File: src/rtl/core/stdt_pkg.sv
package stdt_pkg;

  localparam int TABLE_ENTRIES  = 1024;
  localparam int MAX_TAIL_BASES = 23;
  localparam int IDX_W          = $clog2(TABLE_ENTRIES);
  localparam int CNT_W          = IDX_W + 1;
  localparam int CODE_W         = 46;
  localparam int LEN_W          = 5;
  localparam int ENTRY_W        = LEN_W + CODE_W;
  localparam int POS_W          = 11;
  localparam int BYTES_W        = 13;
  localparam int IN_W           = 56;
  localparam int OUT_W          = 40;

  typedef enum logic [1:0] {
    OP_CLEAR  = 2'd0,
    OP_LOAD   = 2'd1,
    OP_FIND   = 2'd2,
    OP_CREATE = 2'd3
  } op_t;

  typedef enum logic [2:0] {
    ST_EMPTY     = 3'd0,
    ST_FOUND     = 3'd1,
    ST_CREATED   = 3'd2,
    ST_NOT_FOUND = 3'd3,
    ST_FULL      = 3'd4,
    ST_LOADED    = 3'd5,
    ST_REJECTED  = 3'd6,
    ST_CLEARED   = 3'd7
  } status_t;

  typedef enum logic [1:0] {
    S_IDLE,
    S_SCAN,
    S_DONE
  } state_t;

  typedef struct packed {
    logic               we;
    logic [IDX_W-1:0]   waddr;
    logic [ENTRY_W-1:0] wdata;
    logic               re;
    logic [IDX_W-1:0]   raddr;
  } mem_req_t;

  typedef struct packed {
    logic [BYTES_W-1:0] packed_bytes;
    logic               dirty;
    logic [POS_W-1:0]   total_tails;
    status_t            status;
    logic [POS_W-1:0]   position;
  } result_t;

  // Bits kept for a tail of len bases: two per base.
  function automatic logic [CODE_W-1:0] code_mask(logic [LEN_W-1:0] len);
    logic [CODE_W-1:0] m;
    for (int i = 0; i < CODE_W; i++) begin
      m[i] = (6'(i) < {len, 1'b0});
    end
    return m;
  endfunction

  // One length byte plus the packed bases.
  function automatic logic [2:0] tail_bytes(logic [LEN_W-1:0] len);
    logic [LEN_W:0] s;
    s = {1'b0, len} + (LEN_W+1)'(7);
    return s[4:2];
  endfunction

endpackage

File: src/rtl/core/stdt_ctrl.sv
module stdt_ctrl
  import stdt_pkg::*;
(
  input  logic               clk,
  input  logic               rst,
  input  logic               in_valid,
  output logic               in_ready,
  input  logic [IN_W-1:0]    in_data,
  output mem_req_t           mem_req,
  input  logic [ENTRY_W-1:0] rd_data,
  output logic               res_valid,
  input  logic               res_take,
  output result_t            res
);

  state_t state, state_next;

  logic [CNT_W-1:0]   loaded_count;
  logic [CNT_W-1:0]   created_count;
  logic [BYTES_W-1:0] byte_total;
  logic [ENTRY_W-1:0] key;
  logic               is_create;
  logic [CNT_W-1:0]   issue_idx;
  logic               pending;
  logic [IDX_W-1:0]   rd_idx;
  logic [POS_W-1:0]   res_pos;
  status_t            res_status;

  op_t               in_op;
  logic [CODE_W-1:0] in_code;
  logic [LEN_W-1:0]  in_len;
  logic              accept;
  logic [CNT_W-1:0]  total;
  logic              full;
  logic              load_ok;
  logic              scan_hit;
  logic              scan_end;
  logic              create_ok;

  assign in_op   = op_t'(in_data[1:0]);
  assign in_code = in_data[47:2];
  assign in_len  = in_data[52:48];
  assign accept  = in_valid && in_ready;
  assign total   = loaded_count + created_count;
  assign full    = total >= CNT_W'(TABLE_ENTRIES);
  assign load_ok = (created_count == '0) && (in_len <= LEN_W'(MAX_TAIL_BASES)) && !full;
  assign scan_hit  = (state == S_SCAN) && pending && (rd_data == key);
  assign scan_end  = (state == S_SCAN) && !pending && (issue_idx == total) && !scan_hit;
  assign create_ok = scan_end && is_create && !full;

  always_comb begin
    state_next = state;
    unique case (state)
      S_IDLE: begin
        if (accept) begin
          if ((in_op == OP_FIND || in_op == OP_CREATE) && in_len != '0 &&
              in_len <= LEN_W'(MAX_TAIL_BASES)) begin
            state_next = S_SCAN;
          end else begin
            state_next = S_DONE;
          end
        end
      end
      S_SCAN: begin
        if (scan_hit || scan_end) begin
          state_next = S_DONE;
        end
      end
      S_DONE: begin
        if (res_take) begin
          state_next = S_IDLE;
        end
      end
      default: state_next = S_IDLE;
    endcase
  end

  always_comb begin
    in_ready  = (state == S_IDLE);
    res_valid = (state == S_DONE);
    mem_req   = '0;
    if (accept && in_op == OP_LOAD && load_ok) begin
      mem_req.we    = 1'b1;
      mem_req.waddr = total[IDX_W-1:0];
      mem_req.wdata = {in_len, in_code};
    end else if (create_ok) begin
      mem_req.we    = 1'b1;
      mem_req.waddr = total[IDX_W-1:0];
      mem_req.wdata = key;
    end
    if (state == S_SCAN && !scan_hit && issue_idx < total) begin
      mem_req.re    = 1'b1;
      mem_req.raddr = issue_idx[IDX_W-1:0];
    end
    res.position     = res_pos;
    res.status       = res_status;
    res.total_tails  = POS_W'(total);
    res.dirty        = (created_count != '0);
    res.packed_bytes = byte_total;
  end

  always_ff @(posedge clk) begin
    if (rst) begin
      state         <= S_IDLE;
      loaded_count  <= '0;
      created_count <= '0;
      byte_total    <= '0;
      pending       <= 1'b0;
    end else begin
      state <= state_next;
      if (accept) begin
        unique case (in_op)
          OP_CLEAR: begin
            loaded_count  <= '0;
            created_count <= '0;
            byte_total    <= '0;
          end
          OP_LOAD: begin
            if (load_ok) begin
              loaded_count <= loaded_count + CNT_W'(1);
              byte_total   <= byte_total + BYTES_W'(tail_bytes(in_len));
            end
          end
          default: begin
            pending <= 1'b0;
          end
        endcase
      end
      if (state == S_SCAN) begin
        pending <= mem_req.re;
      end
      if (create_ok) begin
        created_count <= created_count + CNT_W'(1);
        byte_total    <= byte_total + BYTES_W'(tail_bytes(key[ENTRY_W-1:CODE_W]));
      end
    end
  end

  always_ff @(posedge clk) begin
    if (accept) begin
      key       <= {in_len, (in_op == OP_CREATE) ? (in_code & code_mask(in_len)) : in_code};
      is_create <= (in_op == OP_CREATE);
      issue_idx <= '0;
      res_pos   <= '0;
      unique case (in_op)
        OP_CLEAR: res_status <= ST_CLEARED;
        OP_LOAD: begin
          if (created_count != '0 || in_len > LEN_W'(MAX_TAIL_BASES)) begin
            res_status <= ST_REJECTED;
          end else if (full) begin
            res_status <= ST_FULL;
          end else begin
            res_status <= ST_LOADED;
            res_pos    <= POS_W'(total + CNT_W'(1));
          end
        end
        default: begin
          res_status <= (in_len == '0) ? ST_EMPTY : ST_NOT_FOUND;
        end
      endcase
    end
    if (mem_req.re) begin
      issue_idx <= issue_idx + CNT_W'(1);
      rd_idx    <= issue_idx[IDX_W-1:0];
    end
    if (scan_hit) begin
      res_status <= ST_FOUND;
      res_pos    <= POS_W'({1'b0, rd_idx} + CNT_W'(1));
    end else if (scan_end) begin
      if (!is_create) begin
        res_status <= ST_NOT_FOUND;
      end else if (full) begin
        res_status <= ST_FULL;
      end else begin
        res_status <= ST_CREATED;
        res_pos    <= POS_W'(total + CNT_W'(1));
      end
    end
  end

endmodule

File: config.mk
export PLATFORM = sky130hd
export DESIGN_NAME = stdt_ctrl
export DESIGN_NICKNAME = d
export VERILOG_FILES = /design/src/rtl/core/stdt_pkg.sv /design/src/rtl/core/stdt_ctrl.sv
export SDC_FILE = /design/constraint.sdc
export NUM_CORES = 1
export LEC_CHECK = 0
export ABC_AREA = 1
export ABC_CLOCK_PERIOD_IN_PS = 4000
export BUFFER_PORTS_ARGS = -buffer_cell sky130_fd_sc_hd__buf_2
export CAP_MARGIN = 40
export CORE_ASPECT_RATIO = 0.8
export CORE_MARGIN = 2
export CORE_UTILIZATION = 25
export CTS_CLUSTER_DIAMETER = 200
export CTS_CLUSTER_SIZE = 24
export DETAILED_ROUTE_END_ITERATION = 7
export GPL_TIMING_DRIVEN = 0
export PLACE_DENSITY_LB_ADDON = 0.15
export SLEW_MARGIN = 20
export SYNTH_ARGS = -nofsm -noshare
export SYNTH_HDL_FRONTEND = slang
export SYNTH_SLANG_ARGS = --single-unit
File: constraint.sdc
create_clock -name clk -period 4 [get_ports clk]
set_input_delay 0.4 -clock clk [delete_from_list [all_inputs] [get_ports clk]]
set_output_delay 0.4 -clock clk [all_outputs]
set_load 0.1 [all_outputs]
==> flow_summary.ini <==
[outcome]
status = finished with violations
violations = setup timing

[sta]
hold_viol = 0
setup_tns_ns = -10.72
setup_viol = 54
fin_hold_ws_ns = 0.148
rsz0062_at_grt = true
worst_slack_ns = -0.236
tightestPinTransition_ns = 0.935
finalCritPeriodShare_pct = 106
report.final.slew_viol_count = 0
fin_skew_ns = 0.00924
max_freq_mhz = 236
finalCriticalPeriod_ns = 4.24
slew_headroom_pct = 37.7

[critical_path]
start_kind = flip-flop
crit_type = reg2out
crit_fanout = 7
r2r_slack_ns = 0.43
reg2reg_depth = 19
critPathArrivalTime_ns = 3.84
reg2reg_to = res_pos[6]$_DFF_P_
cp-startpoint = created_count[0]$_SDFFE_PP0P_
timing.critical_path.to = mem_req[48]
cp_data_required_time_ns = 3.60
r2r_start = created_count[0]$_SDFFE_PP0P_
critPathCaptureType = output port

[placed_design]
portBuffers = 221
routabilityCongestion = 0.881
placed_cell_area_mm2 = 0.0114
dp_hpwl_um = 29400

[clocking]
htree_levels = 4
cts_max_path_buffers = 2
insertion_delay_ns = 0.45
cts_made_buffers = 17
clk_pin_slew_ns = 0.06
clock_sink_count = 125
holdBufCountCts = 0
cts_tree = built
root_buffer = clkbuf_16

[layout]
areaGrowthSynthToFinish_pct = 52.5
final_area_mm2 = 0.0141
final_nets = 1744
fillers = 3796
drive_gt1_share_pct = 31.5

[synth]
yosysSeqAreaShare_pct = 34.9
syn_inst = 1326
syn_area_mm2 = 0.00927
synth_cell_type_count = 48
synth_fp_nets = 1472
syn_area_per_cell_um2 = 6.99
ys_ff_latch = 125
synth_warnings = 0

[detailed_routing]
final_antenna_net_count = 0
wl_per_cell_um = 18.0
drt-vias-per-instance = 4.69
drt_iter0_markers = 566
drc = 0
via_count = 9846
wl_um = 37700
first_pass_iters = 7

[floorplanning]
die-area_mm2 = 0.0386
core_area_mm2 = 0.0368
die_x_um = 219
fp-row-count = 63
ios = 225
die_y_um = 176
start_util_pct = 25.2

[pwr]
ir_worst_vdd_v = 0.000203
power.leakage_uw = 0.00595
power_density_mw_per_mm2 = 334

[grt]
grt_antenna_before_repair = 3
grt_max_degree = 37
track_usage_pct = 19.2
grt_pass1_wl_um = 55500
grt_overflow = 0
grt_pass1_vias = 9412

[hold_path]
min_path_type = in2reg

[job]
drv_cap = 0
## synth_stat cells, drive strengths merged
library cell | instances | area share (%)
xnor2 | 40 | 3.8
clkbuf | 18 | 0.74
a211oi | 2 | 0.16
clkinv | 1 | 0.040
edfxtp | 73 | 24
nor2 | 189 | 8.1
nand4 | 26 | 1.8
nand3 | 119 | 6.7
or2 | 5 | 0.34
a21boi | 2 | 0.16
inv | 215 | 8.7
nor3b | 3 | 0.24
nor3 | 21 | 1.1
and3 | 1 | 0.068
and2 | 1 | 0.068
ha | 32 | 4.3
a21oi | 91 | 5.3
xor2 | 36 | 3.4
fa | 3 | 0.65
buf | 21 | 1.8
o21ai | 100 | 5.4
or3 | 1 | 0.068
o21bai | 1 | 0.081
a31oi | 3 | 0.20
o2111ai | 1 | 0.095
o31ai | 2 | 0.16
nor4 | 8 | 0.54
dfxtp | 52 | 11
nand3b | 4 | 0.32
nand2 | 255 | 11
## timing repair
| action | CTS | global route |
|---|---|---|
| pin swaps | 7 | 11 |
| setup endpoints to repair | 73 | 73 |
| setup buffers | 14 | 11 |
| gates cloned | 1 | 5 |
| resized for setup | 288 | 131 |
## per-stage QoR
stage | total power (uW) | setup WS (ns) | instances | util [%]
after floorplan | 2430 | -0.0306 | 1326 | -
after global placement | 2770 | -0.483 | 2034 | 31.0
after detailed placement | 2770 | -0.511 | 2035 | 31.0
after CTS | 4690 | -0.222 | 2082 | 36.2
after global routing | 4900 | -0.364 | 2099 | 38.4
final | 4720 | -0.236 | 2099 | 38.4
## cell families (layout without fill, tap and decap cells)
logic type | count (synthesis) | after routing | synth area share, %
buffers and inverters | 255 | 540 | 11.3
other | 0 | 1 | 0
AND/OR/NAND/NOR | 633 | 633 | 30.1
AO/OA/AOI/OAI | 202 | 202 | 11.5
adder cells (fa/ha/maj) | 35 | 35 | 4.97
XOR/XNOR | 76 | 76 | 7.18
flip-flops | 125 | 125 | 34.9
## sequential cells by signal, indices dropped and copies added (netlist names)
| register | flops |
|---|---|
| res_pos | 11 |
| byte_total | 13 |
| loaded_count | 11 |
| issue_idx | 11 |
| created_count | 11 |
| pending | 1 |
| rd_idx | 10 |
| state | 2 |
| is_create | 1 |
| key | 51 |
| res_status | 3 |
## worst min-delay path by stage
stage	to	slack, ns	cells after the start	start
after global placement	pending$_SDFFE_PP0P_	0.48	2	pending$_SDFFE_PP0P_
final	key[49]$_DFFE_PP_	0.15	1	in_data[51]
after CTS	key[49]$_DFFE_PP_	0.12	1	in_data[51]
after floorplan	rd_idx[3]$_DFFE_PP_	0.46	0	issue_idx[3]$_SDFFCE_PN0P_
after detailed placement	pending$_SDFFE_PP0P_	0.49	2	pending$_SDFFE_PP0P_
after global routing	key[49]$_DFFE_PP_	0.12	1	in_data[51]
## power by group
part           switching (uW)  leakage (uW)  internal (uW)
combinational             898       0.00450            353
clock                     664      0.000318           1170
sequential                121       0.00113           1510
total                    1680       0.00595           3030
## cell type report
cell class	instances	area, um2	share of cell area, %
Clock inverter	13	239	1.69
Antenna cell	1	2.50	0.0177
Sequential cell	125	3260	23.1
Tap cell	487	609	4.31
Buffer	38	287	2.03
Clock buffer	19	433	3.06
Multi-Input combinational cell	946	5910	41.8
Timing Repair Buffer	254	2550	18.1
Inverter	216	831	5.88
## per-layer routing
metal | track usage, % | share of wire [%] | vias to the layer above | wire length [um]
met2 | 28.2 | 43 | 286 | 16200
met1 | 28.1 | 49 | 4661 | 18400
met5 | 0 | 0.029 | - | 11
met3 | 4.44 | 6.5 | 37 | 2430
li1 | - | - | 4860 | -
met4 | 5.10 | 1.9 | 2 | 702
## worst max-delay path, cell delays in order, from the launching register on
cell and delay (ns):
dfxtp_4 0.36, ha_4 0.17, fa_2 0.41, nand2_2 0.10
nand4_1 0.14, nand2_4 0.14, clkinvlp_4 0.14, ha_4 0.29
nand4_1 0.17, nor4_4 0.21, nand2_2 0.13, nor2_8 0.12
nand3_4 0.09, buf_8 0.14, inv_8 0.06, buf_12 0.15
clkbuf_16 0.16, nand3_2 0.07, o21ai_2 0.11, buf_12 0.20
## cell usage in the layout (no fill, tap or decap), drive strengths merged, types with 2 or more instances in the layout
master | synthesis | routed
o21ai | 100 | 100
dfxtp | 52 | 52
edfxtp | 73 | 73
or2 | 5 | 5
nand2 | 255 | 255
nor4 | 8 | 8
fa | 3 | 3
a31oi | 3 | 3
o31ai | 2 | 2
xnor2 | 40 | 40
inv | 215 | 214
a211oi | 2 | 2
ha | 32 | 32
clkbuf | 18 | 41
nand4 | 26 | 26
bufinv | 0 | 6
a21oi | 91 | 91
clkinvlp | 0 | 4
xor2 | 36 | 36
buf | 21 | 270
nor3 | 21 | 21
nand3b | 4 | 4
nor3b | 3 | 3
clkinv | 1 | 5
a21boi | 2 | 2
nand3 | 119 | 119
nor2 | 189 | 189
(Power assumes the default switching activity.)
